--- config.mk ---
export PLATFORM = sky130hd
export DESIGN_NAME = color_key_alpha_setter_unit
export DESIGN_NICKNAME = d
export VERILOG_FILES = /design/src/sv/ckas_pkg.sv /design/src/sv/ckas_match.sv /design/src/sv/color_key_alpha_setter_unit.sv
export VERILOG_INCLUDE_DIRS = /design/src /design/src/sv
export SDC_FILE = /design/constraint.sdc
export NUM_CORES = 1
export LEC_CHECK = 0
export ABC_CLOCK_PERIOD_IN_PS = 28900
export BUFFER_PORTS_ARGS = -buffer_cell sky130_fd_sc_hd__buf_2
export CAP_MARGIN = 20
export CORE_MARGIN = 1.5
export CORE_UTILIZATION = 45
export CTS_BUF_LIST = sky130_fd_sc_hd__clkbuf_4 sky130_fd_sc_hd__clkbuf_8
export CTS_CLUSTER_DIAMETER = 150
export DETAILED_ROUTE_END_ITERATION = 10
export MAX_ROUTING_LAYER = met4
export PLACE_DENSITY = 0.73
export SLEW_MARGIN = 15
export SYNTH_ARGS = -nofsm -noshare
export SYNTH_HDL_FRONTEND = slang
export SYNTH_SLANG_ARGS = --single-unit
--- constraint.sdc ---
create_clock -name clk -period 28.9 [get_ports clk]
set_input_delay 1.445 -clock clk [delete_from_list [all_inputs] [get_ports clk]]
set_output_delay 1.445 -clock clk [all_outputs]
set_load 0.02 [all_outputs]
--- src/sv/color_key_alpha_setter_unit_macros.svh ---
// color_key_alpha_setter_unit_macros.svh: assertion macros for the colour key unit
// depends on: nothing; the including module provides clk and rst_n
`ifndef COLOR_KEY_ALPHA_SETTER_UNIT_MACROS_SVH
`define COLOR_KEY_ALPHA_SETTER_UNIT_MACROS_SVH

// property holds in the same cycle as its trigger
`define CKAS_ASSERT_NOW(lbl, ante, cons) \
    lbl: assert property (@(posedge clk) disable iff (!rst_n) (ante) |-> (cons)) \
        else $error("colour key unit: assertion failed");

// property holds in the cycle after its trigger
`define CKAS_ASSERT_NEXT(lbl, ante, cons) \
    lbl: assert property (@(posedge clk) disable iff (!rst_n) (ante) |=> (cons)) \
        else $error("colour key unit: assertion failed");

`endif

--- src/sv/ckas_pkg.sv ---
// ckas_pkg: types, register indexes and constants of the colour key alpha unit
// depends on: nothing
package ckas_pkg;

    // coordinate, selection edge, configuration, limit and distance widths
    localparam int COORD_BITS    = 12;
    localparam int EDGE_BITS     = COORD_BITS + 1;
    localparam int CFG_DATA_BITS = 24;
    localparam int CFG_IDX_BITS  = 3;
    localparam int LIMIT_BITS    = 16;
    localparam int DIST_BITS     = 18;

    // mode flag bit positions
    localparam int MODE_ANY_COLOUR = 0;
    localparam int MODE_HAS_ALPHA  = 1;

    // register reset values
    localparam logic [23:0]          KEY_COLOR_RESET = 24'hFF_FFFF;
    localparam logic [7:0]           ALPHA_RESET     = 8'hFF;
    localparam logic [EDGE_BITS-1:0] SEL_MAX_RESET   = EDGE_BITS'(4096);

    // configuration register indexes
    typedef enum logic [CFG_IDX_BITS-1:0] {
        REG_KEY_COLOR   = 3'd0,
        REG_ALPHA_VALUE = 3'd1,
        REG_TOLERANCE   = 3'd2,
        REG_MODE_FLAGS  = 3'd3,
        REG_SEL_MIN_X   = 3'd4,
        REG_SEL_MAX_X   = 3'd5,
        REG_SEL_MIN_Y   = 3'd6,
        REG_SEL_MAX_Y   = 3'd7
    } cfg_index_t;

    // input pixel transfer
    typedef struct packed {
        logic [COORD_BITS-1:0] pixel_x;
        logic [COORD_BITS-1:0] pixel_y;
        logic [7:0]            in_red;
        logic [7:0]            in_green;
        logic [7:0]            in_blue;
        logic [7:0]            in_alpha;
    } pixel_t;

    // result pixel transfer
    typedef struct packed {
        logic [7:0] out_red;
        logic [7:0] out_green;
        logic [7:0] out_blue;
        logic [7:0] out_alpha;
    } result_t;

    // configuration as seen by the match logic
    typedef struct packed {
        logic [23:0]           key_color;
        logic [LIMIT_BITS-1:0] limit;
        logic [1:0]            mode_flags;
        logic [EDGE_BITS-1:0]  sel_min_x;
        logic [EDGE_BITS-1:0]  sel_max_x;
        logic [EDGE_BITS-1:0]  sel_min_y;
        logic [EDGE_BITS-1:0]  sel_max_y;
    } cfg_t;

endpackage

--- src/sv/ckas_match.sv ---
// ckas_match: key distance and selection test for one registered pixel
// depends on: ckas_pkg
module ckas_match (
    input  ckas_pkg::pixel_t pixel,
    input  ckas_pkg::cfg_t   cfg,
    output logic             hit
);

    logic [7:0]                    diff_r;
    logic [7:0]                    diff_g;
    logic [7:0]                    diff_b;
    logic [15:0]                   sq_r;
    logic [15:0]                   sq_g;
    logic [15:0]                   sq_b;
    logic [ckas_pkg::DIST_BITS-1:0] key_dist;
    logic                          in_sel;
    logic                          colour_ok;
    logic [7:0]                    key_r;
    logic [7:0]                    key_g;
    logic [7:0]                    key_b;

    assign key_r = cfg.key_color[23:16];
    assign key_g = cfg.key_color[15:8];
    assign key_b = cfg.key_color[7:0];

    // absolute channel differences
    assign diff_r = (pixel.in_red   > key_r) ? pixel.in_red   - key_r : key_r - pixel.in_red;
    assign diff_g = (pixel.in_green > key_g) ? pixel.in_green - key_g : key_g - pixel.in_green;
    assign diff_b = (pixel.in_blue  > key_b) ? pixel.in_blue  - key_b : key_b - pixel.in_blue;

    // squared distance, three narrow squares in parallel
    assign sq_r = diff_r * diff_r;
    assign sq_g = diff_g * diff_g;
    assign sq_b = diff_b * diff_b;
    assign key_dist = ckas_pkg::DIST_BITS'(sq_r) + ckas_pkg::DIST_BITS'(sq_g)
                    + ckas_pkg::DIST_BITS'(sq_b);

    // half-open selection rectangle
    assign in_sel = ({1'b0, pixel.pixel_x} >= cfg.sel_min_x)
                 && ({1'b0, pixel.pixel_x} <  cfg.sel_max_x)
                 && ({1'b0, pixel.pixel_y} >= cfg.sel_min_y)
                 && ({1'b0, pixel.pixel_y} <  cfg.sel_max_y);

    assign colour_ok = cfg.mode_flags[ckas_pkg::MODE_ANY_COLOUR]
                    || (key_dist <= ckas_pkg::DIST_BITS'(cfg.limit));

    assign hit = in_sel && colour_ok;

endmodule

--- src/sv/color_key_alpha_setter_unit.sv ---
// color_key_alpha_setter_unit: colour key alpha setter, top level
// depends on: ckas_pkg, ckas_match, color_key_alpha_setter_unit_macros.svh
//
// Usage
//   Pixel channel: a pixel transfer happens at a rising edge with start high
//   and busy low. busy is never raised, so a pixel may be offered every cycle.
//   Result channel: done is high for exactly one cycle with the result pixel on
//   result; the receiver takes it at the edge that ends that cycle and cannot
//   stall the unit, so no back-pressure exists.
//   Path: a pixel taken at an edge is held in the pixel register, then its result
//   in the result register, shown with done high. Throughput: one pixel per cycle,
//   set by the two-register path (pixel register, match logic, result register).
//   Configuration: wr_en, wr_index and wr_data write one register per edge;
//   write only while no pixel is in flight. Tolerance is squared on write.
//   Reset: rst_n low clears the pipeline valids, dropping any pixel in flight,
//   and returns every configuration register to its reset value (white key, alpha 255,
//   tolerance 0, modes off, selection covering the whole frame).
//   RGB passes unchanged; alpha becomes the key alpha on a match inside the
//   selection, else the source alpha or zero.
`include "color_key_alpha_setter_unit_macros.svh"

module color_key_alpha_setter_unit (
    input  logic                                clk,
    input  logic                                rst_n,
    // pixel channel
    input  logic                                start,
    output logic                                busy,
    input  ckas_pkg::pixel_t                    pixel,
    // result channel
    output logic                                done,
    output ckas_pkg::result_t                   result,
    // configuration write port
    input  logic                                wr_en,
    input  logic [ckas_pkg::CFG_IDX_BITS-1:0]   wr_index,
    input  logic [ckas_pkg::CFG_DATA_BITS-1:0]  wr_data
);

    ckas_pkg::cfg_t    cfg_reg;
    ckas_pkg::cfg_t    cfg_next;
    logic [7:0]        alpha_value_reg;
    logic [7:0]        alpha_value_next;
    ckas_pkg::pixel_t  pixel_reg;
    logic              stage_valid_reg;
    ckas_pkg::result_t result_reg;
    ckas_pkg::result_t result_next;
    logic              done_reg;
    logic              hit;
    logic              take;

    // the pipeline takes a pixel every cycle
    assign busy = 1'b0;
    assign take = start && !busy;

    // configuration register writes
    always_comb
    begin
        cfg_next         = cfg_reg;
        alpha_value_next = alpha_value_reg;
        if (wr_en)
        begin
            case (ckas_pkg::cfg_index_t'(wr_index))
                ckas_pkg::REG_KEY_COLOR:   cfg_next.key_color  = wr_data[23:0];
                ckas_pkg::REG_ALPHA_VALUE: alpha_value_next    = wr_data[7:0];
                ckas_pkg::REG_TOLERANCE:   cfg_next.limit      = wr_data[7:0] * wr_data[7:0];
                ckas_pkg::REG_MODE_FLAGS:  cfg_next.mode_flags = wr_data[1:0];
                ckas_pkg::REG_SEL_MIN_X:
                    cfg_next.sel_min_x = wr_data[ckas_pkg::EDGE_BITS-1:0];
                ckas_pkg::REG_SEL_MAX_X:
                    cfg_next.sel_max_x = wr_data[ckas_pkg::EDGE_BITS-1:0];
                ckas_pkg::REG_SEL_MIN_Y:
                    cfg_next.sel_min_y = wr_data[ckas_pkg::EDGE_BITS-1:0];
                ckas_pkg::REG_SEL_MAX_Y:
                    cfg_next.sel_max_y = wr_data[ckas_pkg::EDGE_BITS-1:0];
                default: cfg_next = cfg_reg;
            endcase
        end
    end

    always_ff @(posedge clk or negedge rst_n)
    begin
        if (!rst_n)
        begin
            cfg_reg.key_color  <= ckas_pkg::KEY_COLOR_RESET;
            cfg_reg.limit      <= '0;
            cfg_reg.mode_flags <= '0;
            cfg_reg.sel_min_x  <= '0;
            cfg_reg.sel_max_x  <= ckas_pkg::SEL_MAX_RESET;
            cfg_reg.sel_min_y  <= '0;
            cfg_reg.sel_max_y  <= ckas_pkg::SEL_MAX_RESET;
            alpha_value_reg    <= ckas_pkg::ALPHA_RESET;
        end
        else
        begin
            cfg_reg         <= cfg_next;
            alpha_value_reg <= alpha_value_next;
        end
    end

    // pipeline valids
    always_ff @(posedge clk or negedge rst_n)
    begin
        if (!rst_n)
        begin
            stage_valid_reg <= 1'b0;
            done_reg        <= 1'b0;
        end
        else
        begin
            stage_valid_reg <= take;
            done_reg        <= stage_valid_reg;
        end
    end

    // pixel register, loaded on each transfer
    always_ff @(posedge clk)
    begin
        if (take)
        begin
            pixel_reg <= pixel;
        end
    end

    ckas_match u_match (
        .pixel (pixel_reg),
        .cfg   (cfg_reg),
        .hit   (hit)
    );

    // alpha selection
    always_comb
    begin
        result_next.out_red   = pixel_reg.in_red;
        result_next.out_green = pixel_reg.in_green;
        result_next.out_blue  = pixel_reg.in_blue;
        if (hit)
        begin
            result_next.out_alpha = alpha_value_reg;
        end
        else if (cfg_reg.mode_flags[ckas_pkg::MODE_HAS_ALPHA])
        begin
            result_next.out_alpha = pixel_reg.in_alpha;
        end
        else
        begin
            result_next.out_alpha = '0;
        end
    end

    // result register
    always_ff @(posedge clk)
    begin
        if (stage_valid_reg)
        begin
            result_reg <= result_next;
        end
    end

    assign done   = done_reg;
    assign result = result_reg;

    // checks
    `CKAS_ASSERT_NEXT(a_take_fills_stage, take, stage_valid_reg)
    `CKAS_ASSERT_NEXT(a_stage_gives_done, stage_valid_reg, done_reg)
    `CKAS_ASSERT_NOW(a_no_alpha_source,
        done_reg && !cfg_reg.mode_flags[ckas_pkg::MODE_HAS_ALPHA],
        result_reg.out_alpha == alpha_value_reg || result_reg.out_alpha == 8'd0)

endmodule
# Yosys cells after proc, flatten, opt, wreduce, memory -nomap -nowiden
# Cells that the tools add are included.
# totals
latch_bits	0
in_bits	87
mem_count	0
register_bits	192
mem_bits_rw	0
rom_bits	0
elab_cells	66
# op_classes
multipliers	4
div_mod_pow	0
magnitude_cmp	8
reduce_logical	14
shift	0
bitwise	0
n_eq_ne	7
muxes	5
addsub	8
# ops
operator	count
$mul 8x8->16	4
$sub 8x8->8	6
$mux 8	5
$ge 12x13->1	2
$lt 12x13->1	2
$gt 8x8->1	3
$add 18x16->18	1
$le 18x16->1	1
$add 16x16->17	1
$reduce_and 2->1	8
$eq 3x3->1 const B	4
$eq 3x2->1 const B	2
$logic_and 1x1->1	4
$eq 3x1->1 const B	1
$logic_not 3->1	1
$logic_or 1x1->1	1

# Longest topological paths before layout
# Gate-level depths: netlist of run 1.
# depth
word_depth	9
mapped_depth	54
mapped_depth_nobuf	51

# Hierarchy
# Synthesis of run 1 repeated with hierarchy kept, for this count alone.
# hier_totals
hier_cells	1684
hier_area_um2	17759.5
# modules_own_cells
mod	instances	seq_area_each_um2	area_each_um2	cells_per_inst
ckas_match	1	0.0	9243.9	1111
color_key_alpha_setter_unit	1	5262.5	8515.7	573

# Worst setup path after synthesis of run 1
# No wires, ideal clock.
# synth_path
path_kind	register to register
start	register cfg_reg[83] (netlist bit)
end	register result_reg (netlist bit result[0]), data pin
path_stages_with_launch	49
n_path_buf	2
t_arrival_ns	11.512
setup_slack_ns	17.126
setup_ns	0.263
cell_sequence	dfstp_2 inv_1 ha_1 a211o_1 a21oi_2 a21o_1 buf_6 mux2_4 nor4_4 o21ai_0 nand3_1 nor2_1 fa_1 inv_1 fa_1 inv_1 fa_1 inv_1 [... 13 more ...] ha_1 nand2_1 a2bb2oi_1 a21o_1 nor2_1 o21a_1 nor2_1 xnor2_1 ha_1 nand2_1 nor2_1 a2111oi_0 nor2_1 o31a_1 nor4_1 o311a_1 buf_2 mux2i_1
# synth_rtl
item	line_no	rtl
start: declaration	color_key_alpha_setter_unit.sv:38	ckas_pkg::cfg_t cfg_reg;
start signal: assignment	color_key_alpha_setter_unit.sv:94	cfg_reg <= cfg_next;
end signal: assignment	color_key_alpha_setter_unit.sv:154	result_reg <= result_next;
end: declaration	color_key_alpha_setter_unit.sv:44	ckas_pkg::result_t result_reg;

==> impl_metrics.env, run 1 <==
export IMPL_tns_ns=0
export IMPL_dp_hpwl_um=30940
export IMPL_synthAdderAreaFrac_pct=33.35
export IMPL_postRouteAntennaNets=0
export IMPL_reg2reg_from="cfg_reg[78]$_DFFE_PN1P_"
export IMPL_grt_pass1_wl_um=63250
export IMPL_holdPathEnd="result[23]$_DFFE_PP_"
export IMPL_synth_edf_count=88
export IMPL_crit_path_start_kind="flip-flop"
export IMPL_clkLatencyLatePin_ns=0.51
export IMPL_cp_startpoint="cfg_reg[78]$_DFFE_PN1P_"
export IMPL_synth_compound_area_share_pct=9.579
export IMPL_drtIter0Drc=621
export IMPL_max_stage_delay_ns=0.68
export IMPL_hold_depth=0
export IMPL_synthSimpleGateAreaFrac_pct=10.83
export IMPL_drc=0
export IMPL_fin_crit_sh_pct=45.57
export IMPL_via_count=12510
export IMPL_cp_slowest_cell="xnor2_1"
export IMPL_synthMuxAreaShare_pct=4.186
export IMPL_synth_xor_area_share_pct=3.193
export IMPL_synth_seq_area_share_pct=30.05
export IMPL_maxCapViolations=0
export IMPL_min_delay_start="pixel_reg[23]$_DFFE_PP_"
export IMPL_track_usage_pct=20.10
export IMPL_syn_area_um2=17520
export IMPL_core_um2=38560
export IMPL_synth_top_area_cell="fa_1"
export IMPL_met1_length_um=17230
export IMPL_crit_family="adder cells"
export IMPL_dieArea_um2=40120
export IMPL_status="completed"
export IMPL_arrival_ns=13.51
export IMPL_setup_worst_path_class="reg2reg"
export IMPL_clock_sinks=191
export IMPL_largest_reg_flops=93
export IMPL_maxSlewHeadroom_pct=30.75
export IMPL_start_util_pct=45.43
export IMPL_final_layout_size_suffix_gt1_share_pct=14.08
export IMPL_ctsResizeCount=0
export IMPL_globalRouteOverflowTotal=0
export IMPL_highest_layer="met4"
export IMPL_routedWlPerCell_um=15.70
export IMPL_cpMostUsedCell="fa_1"
export IMPL_cp_required_ns=29.24
export IMPL_cts_buffers=17
export IMPL_synth_top_family_by_area="adder cells"
export IMPL_holdCritPathClass="reg2reg"
export IMPL_die_width_um=200.3
export IMPL_setup_violations=0
export IMPL_post_synth_top_count_cell="inv_1"
export IMPL_antenna_found_initial=0
export IMPL_wl_met3_um=1498
export IMPL_hold_buffers=0
export IMPL_async_reset_ff_share_pct=53.93
export IMPL_r2r_setup_slack_ns=15.73
export IMPL_worstPathMaxFanout=11
export IMPL_synth_commonest_cells="inv_1, ha_1, fa_1"
export IMPL_synth_seq_cells=191
export IMPL_rows=72
export IMPL_cts_tree="done"
export IMPL_antennaDiodeCount=0
export IMPL_vias_per_cell=5.196
export IMPL_worst_pin_slew_ns=1.010
export IMPL_yosysTopAreaCellShare_pct=16.92
export IMPL_yosys_warnings=0
export IMPL_clockBufferDepth=2
export IMPL_synthFlopType="edfxtp_1"
export IMPL_synth_cell_types=76
export IMPL_report_final_slew_viol_count=0
export IMPL_hold_viol_final=0
export IMPL_syn_instance_count=1770
export IMPL_cts_clk_slew_worst_paths_ns=0.10
export IMPL_yosys_top_cells_area="fa_1, ha_1, edfxtp_1, dfrtp_1, inv_1"
export IMPL_syn_avg_cell_area_um2=9.896
export IMPL_cts_root_buf="clkbuf_8"
export IMPL_rsz0062_at_grt="no"
export IMPL_gp_congestion=0.9224
export IMPL_skew_ns=0.01791
export IMPL_grt_max_degree=72
export IMPL_fp_dieH_um=200.3
export IMPL_first_pass_iters=5
export IMPL_met2_length_um=18560
export IMPL_num_io_pins=121
export IMPL_syn_nets=2235
export IMPL_fmax_ghz=0.07593
export IMPL_fin_nets=2341
export IMPL_io_buffers=119
export IMPL_critical_path_buf_inv_count=8
export IMPL_r2r_cells=46
export IMPL_htreeDepth=4
export IMPL_grt_pass1_vias=12730
export IMPL_r2r_end="result[6]$_DFFE_PP_"
export IMPL_period_needed_ns=13.17
export IMPL_critPathCaptureType="flip-flop"
export IMPL_drt_wl_total_um=37780
export IMPL_post_cts_buffers=0
export IMPL_areaGrowthSynthToFinish_pct=8.951
-- final cells by class --
type	instances	area (um^2)
Multi-Input combinational cell	1175	10720
Inverter	363	1363
Clock inverter	15	187.7
Fill cell	3554	19470
Sequential cell	191	5264
Clock buffer	17	234.0
Tap cell	518	648.1
Timing Repair Buffer	128	665.6
-- logic make-up after synthesis --
family          Yosys count
fa+ha+maj               378
flops                   191
other cells               1
xor+xnor                 63
buf+inv                 404
compound gates          266
simple gates            400
mux                      67
-- how the worst max path moves through the flow --
| stage | endpoint | slack, ns | depth (start not counted) |
|---|---|---|---|
| global route | result[6]$_DFFE_PP_ | 14.95 | 49 |
| global placement | result[6]$_DFFE_PP_ | 16.19 | 46 |
| detailed placement | result[6]$_DFFE_PP_ | 15.76 | 48 |
| CTS | result[6]$_DFFE_PP_ | 15.77 | 48 |
| floorplan | result[0]$_DFFE_PP_ | 17.13 | 48 |
| finish | result[6]$_DFFE_PP_ | 15.73 | 46 |
-- metrics by stage --
stage / hold slack [ns] / util (%) / worst slack [ns] / std cells / area (um^2)
CTS: 0.4750 / 49.47 / 15.77 / 2406 / 19080
floorplan: 0.4307 / - / 17.13 / 1770 / 17520
global route: 0.4910 / 49.49 / 14.95 / 2407 / 19080
finish: 0.4729 / 49.49 / 15.73 / 2407 / 19080
detailed placement: 0.4557 / 48.38 / 15.76 / 2374 / 18650
global placement: 0.4631 / 48.38 / 16.19 / 2374 / 18650
-- layer usage --
metal  GRT usage, %  up-vias
met3          2.343       32
li1               -     6006
met5              -        -
met4          4.458        0
met1          26.57     6194
met2          33.32      274
-- cells in the final DEF (no fill, tap or decap), types with 6 or more instances in the layout --
cell type and count:
inv_1 362, ha_1 230, fa_1 148, nand2_1 130, buf_2 118, nor2_1 112, o21ai_0 98, edfxtp_1 88
dfrtp_1 68, a21oi_1 53, mux2_2 46, xnor2_1 40, dfstp_2 34, nand3_1 28, a21o_1 24, and2_1 22
xor2_1 22, mux2i_1 20, clkbuf_8 17, nor2b_1 15, nor3_1 15, nand4_1 15, or2_2 11, o21bai_1 10
o21a_1 10, o211ai_1 10, buf_4 9, and3_1 8, nand2b_1 8, or3_1 7, nor4_1 7, a211oi_1 6
clkinv_8 6
-- worst register-to-register path, delay by kind of cell (launching register included) --
family | cells | cell delay, ns
compound gates | 9 | 2.52
xor+xnor | 3 | 0.99
fa+ha+maj | 14 | 6.55
buf+inv | 8 | 0.38
flops | 1 | 0.55
mux | 2 | 0.48
simple gates | 10 | 1.52
Power of run 1 is not shown: default switching activity piles up to over one toggle a cycle in this logic, so the estimate is an artifact.
==> run 2: changes to the inputs <==
--- a/config.mk
+++ b/config.mk
@@ -6,7 +6,8 @@
 export SDC_FILE = /design/constraint.sdc
 export NUM_CORES = 1
 export LEC_CHECK = 0
-export ABC_CLOCK_PERIOD_IN_PS = 28900
+export ABC_AREA = 1
+export ABC_CLOCK_PERIOD_IN_PS = 13200
 export BUFFER_PORTS_ARGS = -buffer_cell sky130_fd_sc_hd__buf_2
 export CAP_MARGIN = 20
 export CORE_MARGIN = 1.5
==> constraint.sdc (replaced) <==
create_clock -name clk -period 13.2 [get_ports clk]
set_input_delay 0.66 -clock clk [delete_from_list [all_inputs] [get_ports clk]]
set_output_delay 0.66 -clock clk [all_outputs]
set_load 0.02 [all_outputs]
==> run 2 against run 1 <==
  * Via count is 6.6% higher
  * Routed wire length is 4.1% higher
  * Utilization is 0.24 points higher
  * Final cell count is 12% higher
  * First-iteration DRC count is 31% higher
  * Die area is 1.9% higher
  * Design area is 1.4% higher
  * Critical path depth is 12 higher
  * Non-clock buffer count is 3 lower
  * Synthesized area is 2.0% higher
  * Sequential share of layout area is 0.40 points lower
  * Clock skew is 0.00067 ns higher
  * Highest routed layer unchanged
==> impl_metrics.env, run 2 <==
export IMPL_drt_wl_total_um=39310
export IMPL_async_reset_ff_share_pct=53.93
export IMPL_fp_dieH_um=202.2
export IMPL_cp_required_ns=13.46
export IMPL_multi_input_area_um2=10630
export IMPL_drc=0
export IMPL_num_io_pins=121
export IMPL_synth_cell_types=51
export IMPL_via_count=13330
export IMPL_use_met1_pct=25.50
export IMPL_period_needed_ns=11.79
export IMPL_fmax_ghz=0.08483
export IMPL_cp_startpoint="cfg_reg[78]$_DFFE_PN1P_"
export IMPL_skew_ns=0.01858
export IMPL_die_width_um=202.2
export IMPL_clock_sinks=191
export IMPL_synth_top_area_cell="fa_1"
export IMPL_worstPathMaxFanout=9
export IMPL_rows=72
export IMPL_setup_violations=0
export IMPL_critPathCaptureType="flip-flop"
export IMPL_report_final_slew_viol_count=0
export IMPL_yosysTopAreaCellShare_pct=16.59
export IMPL_post_synth_top_count_cell="inv_1"
export IMPL_gp_congestion=0.9099
export IMPL_fin_crit_sh_pct=89.30
export IMPL_first_pass_iters=5
export IMPL_cts_root_buf="clkbuf_8"
export IMPL_r2r_end="result[4]$_DFFE_PP_"
export IMPL_post_cts_buffers=0
export IMPL_cp_slowest_cell="dfstp_2"
export IMPL_routedWlPerCell_um=14.57
export IMPL_core_um2=38920
export IMPL_globalRouteOverflowTotal=0
export IMPL_syn_avg_cell_area_um2=8.661
export IMPL_start_util_pct=45.89
export IMPL_htreeDepth=4
export IMPL_syn_instance_count=2062
export IMPL_yosys_warnings=0
export IMPL_synthFlopType="edfxtp_1"
export IMPL_critical_path_buf_inv_count=13
export IMPL_cts_buffers=17
export IMPL_fin_nets=2633
export IMPL_synth_edf_count=88
export IMPL_drtIter0Drc=812
export IMPL_yosys_top_cells_area="fa_1, ha_1, edfxtp_1, inv_1, dfrtp_1"
export IMPL_hold_buffers=0
export IMPL_maxCapViolations=0
export IMPL_crit_family="adder cells"
export IMPL_max_stage_delay_ns=0.56
export IMPL_reg2reg_from="cfg_reg[78]$_DFFE_PN1P_"
export IMPL_clockBufferDepth=2
export IMPL_final_layout_size_suffix_gt1_share_pct=11.05
export IMPL_layout_commonest_cell="inv_1"
export IMPL_cts_tree="done"
export IMPL_synth_commonest_cells="inv_1, nand2_1, ha_1"
export IMPL_cpMostUsedCell="inv_1"
export IMPL_areaGrowthSynthToFinish_pct=8.387
export IMPL_setup_worst_path_class="reg2reg"
export IMPL_dieArea_um2=40890
export IMPL_r2r_setup_slack_ns=1.41
export IMPL_tns_ns=0
export IMPL_io_buffers=119
export IMPL_seq_area_um2=5263
export IMPL_mostFrequentLayoutCells="inv_1, nand2_1, ha_1, fa_1, nor2_1"
export IMPL_syn_area_um2=17860
export IMPL_crit_path_start_kind="flip-flop"
export IMPL_track_usage_pct=20.57
export IMPL_ctsResizeCount=0
export IMPL_synth_seq_cells=191
export IMPL_worst_pin_slew_ns=0.8166
export IMPL_synth_seq_area_share_pct=29.47
export IMPL_fill_cells=3685
export IMPL_clkLatencyLatePin_ns=0.49
export IMPL_arrival_ns=12.04
export IMPL_r2r_cells=58
export IMPL_grt_max_degree=80
export IMPL_grt_pass1_vias=13680
export IMPL_met3_usage_pct=3.096
export IMPL_cts_clk_slew_worst_paths_ns=0.10
export IMPL_rsz0062_at_grt="no"
export IMPL_maxSlewHeadroom_pct=45.56
export IMPL_status="completed"
export IMPL_antennaDiodeCount=0
export IMPL_grtUsageMet2_pct=35.06
export IMPL_antenna_found_initial=0
export IMPL_postRouteAntennaNets=0
export IMPL_largest_reg_flops=93
export IMPL_dp_hpwl_um=32790
export IMPL_grt_busiest_layer="met2"
export IMPL_holdCritPathClass="in2async"
export IMPL_grt_pass1_wl_um=65590
export IMPL_hold_viol_final=0
export IMPL_syn_nets=2527
export IMPL_vias_per_cell=4.938
[run 2: changes by cell type after synthesis, moves of 18 or more]
| cell | previous run | this run |
|---|---|---|
| o21ai_0 | 98 | 118 |
| nand3_1 | 28 | 46 |
| nor2_1 | 112 | 145 |
| a21oi_1 | 53 | 93 |
| mux2_2 | 46 | 0 |
| and2_1 | 22 | 0 |
| inv_1 | 362 | 463 |
| mux2i_1 | 20 | 1 |
| a21o_1 | 24 | 6 |
| xor2_1 | 22 | 48 |
| nand2_1 | 130 | 384 |
[run 2: how the worst max path moves through the flow]
stage                                      to  depth (start not counted)
after detailed placement  result[4]$_DFFE_PP_                         54
final                     result[4]$_DFFE_PP_                         58
after floorplan           result[0]$_DFFE_PP_                         57
after global placement    result[1]$_DFFE_PP_                         57
after global routing      result[5]$_DFFE_PP_                         54
after CTS                 result[4]$_DFFE_PP_                         54
[run 2: cell type report]
| cell class | count | area share [%] |
|---|---|---|
| Tap cell | 518 | 3.348 |
| Multi-Input combinational cell | 1359 | 54.91 |
| Clock inverter | 11 | 0.5494 |
| Clock buffer | 21 | 1.364 |
| Inverter | 474 | 9.218 |
| Sequential cell | 191 | 27.19 |
| Timing Repair Buffer | 125 | 3.426 |
[run 2: metal layers]
| metal | routed length, um | vias to the layer above |
|---|---|---|
| li1 | - | 6626 |
| met3 | 1404 | 52 |
| met4 | 805 | 0 |
| met1 | 17710 | 6427 |
| met5 | 0 | - |
| met2 | 19390 | 222 |
[run 2: cells by family (layout without fill, tap and decap cells)]
kind of cell    count (synthesis)  in the layout  share of synthesized area (%)
simple gates                  635            635                          14.83
buf+inv                       512            631                          11.02
fa+ha+maj                     378            378                          32.71
compound gates                269            269                          8.225
flops                         191            191                          29.47
xor+xnor                       75             75                          3.678
other cells                     1              1                        0.02100
mux                             1              1                        0.05605
[run 2: per-stage QoR]
stage | utilization [%] | cell area (um^2) | hold slack, ns | instances | worst slack, ns
6_report | 49.74 | 19360 | 0.06753 | 2699 | 1.412
2_1_floorplan | - | 17860 | 0.3644 | 2062 | 2.540
3_5_place_dp | 48.71 | 18960 | 0.4625 | 2666 | 1.454
3_3_place_gp | 48.71 | 18960 | 0.4485 | 2666 | 1.730
5_1_grt | 49.74 | 19360 | 0.05856 | 2699 | 0.5272
4_1_cts | 49.67 | 19330 | 0.03577 | 2698 | 1.413
Power of run 2 is left out for the same reason.
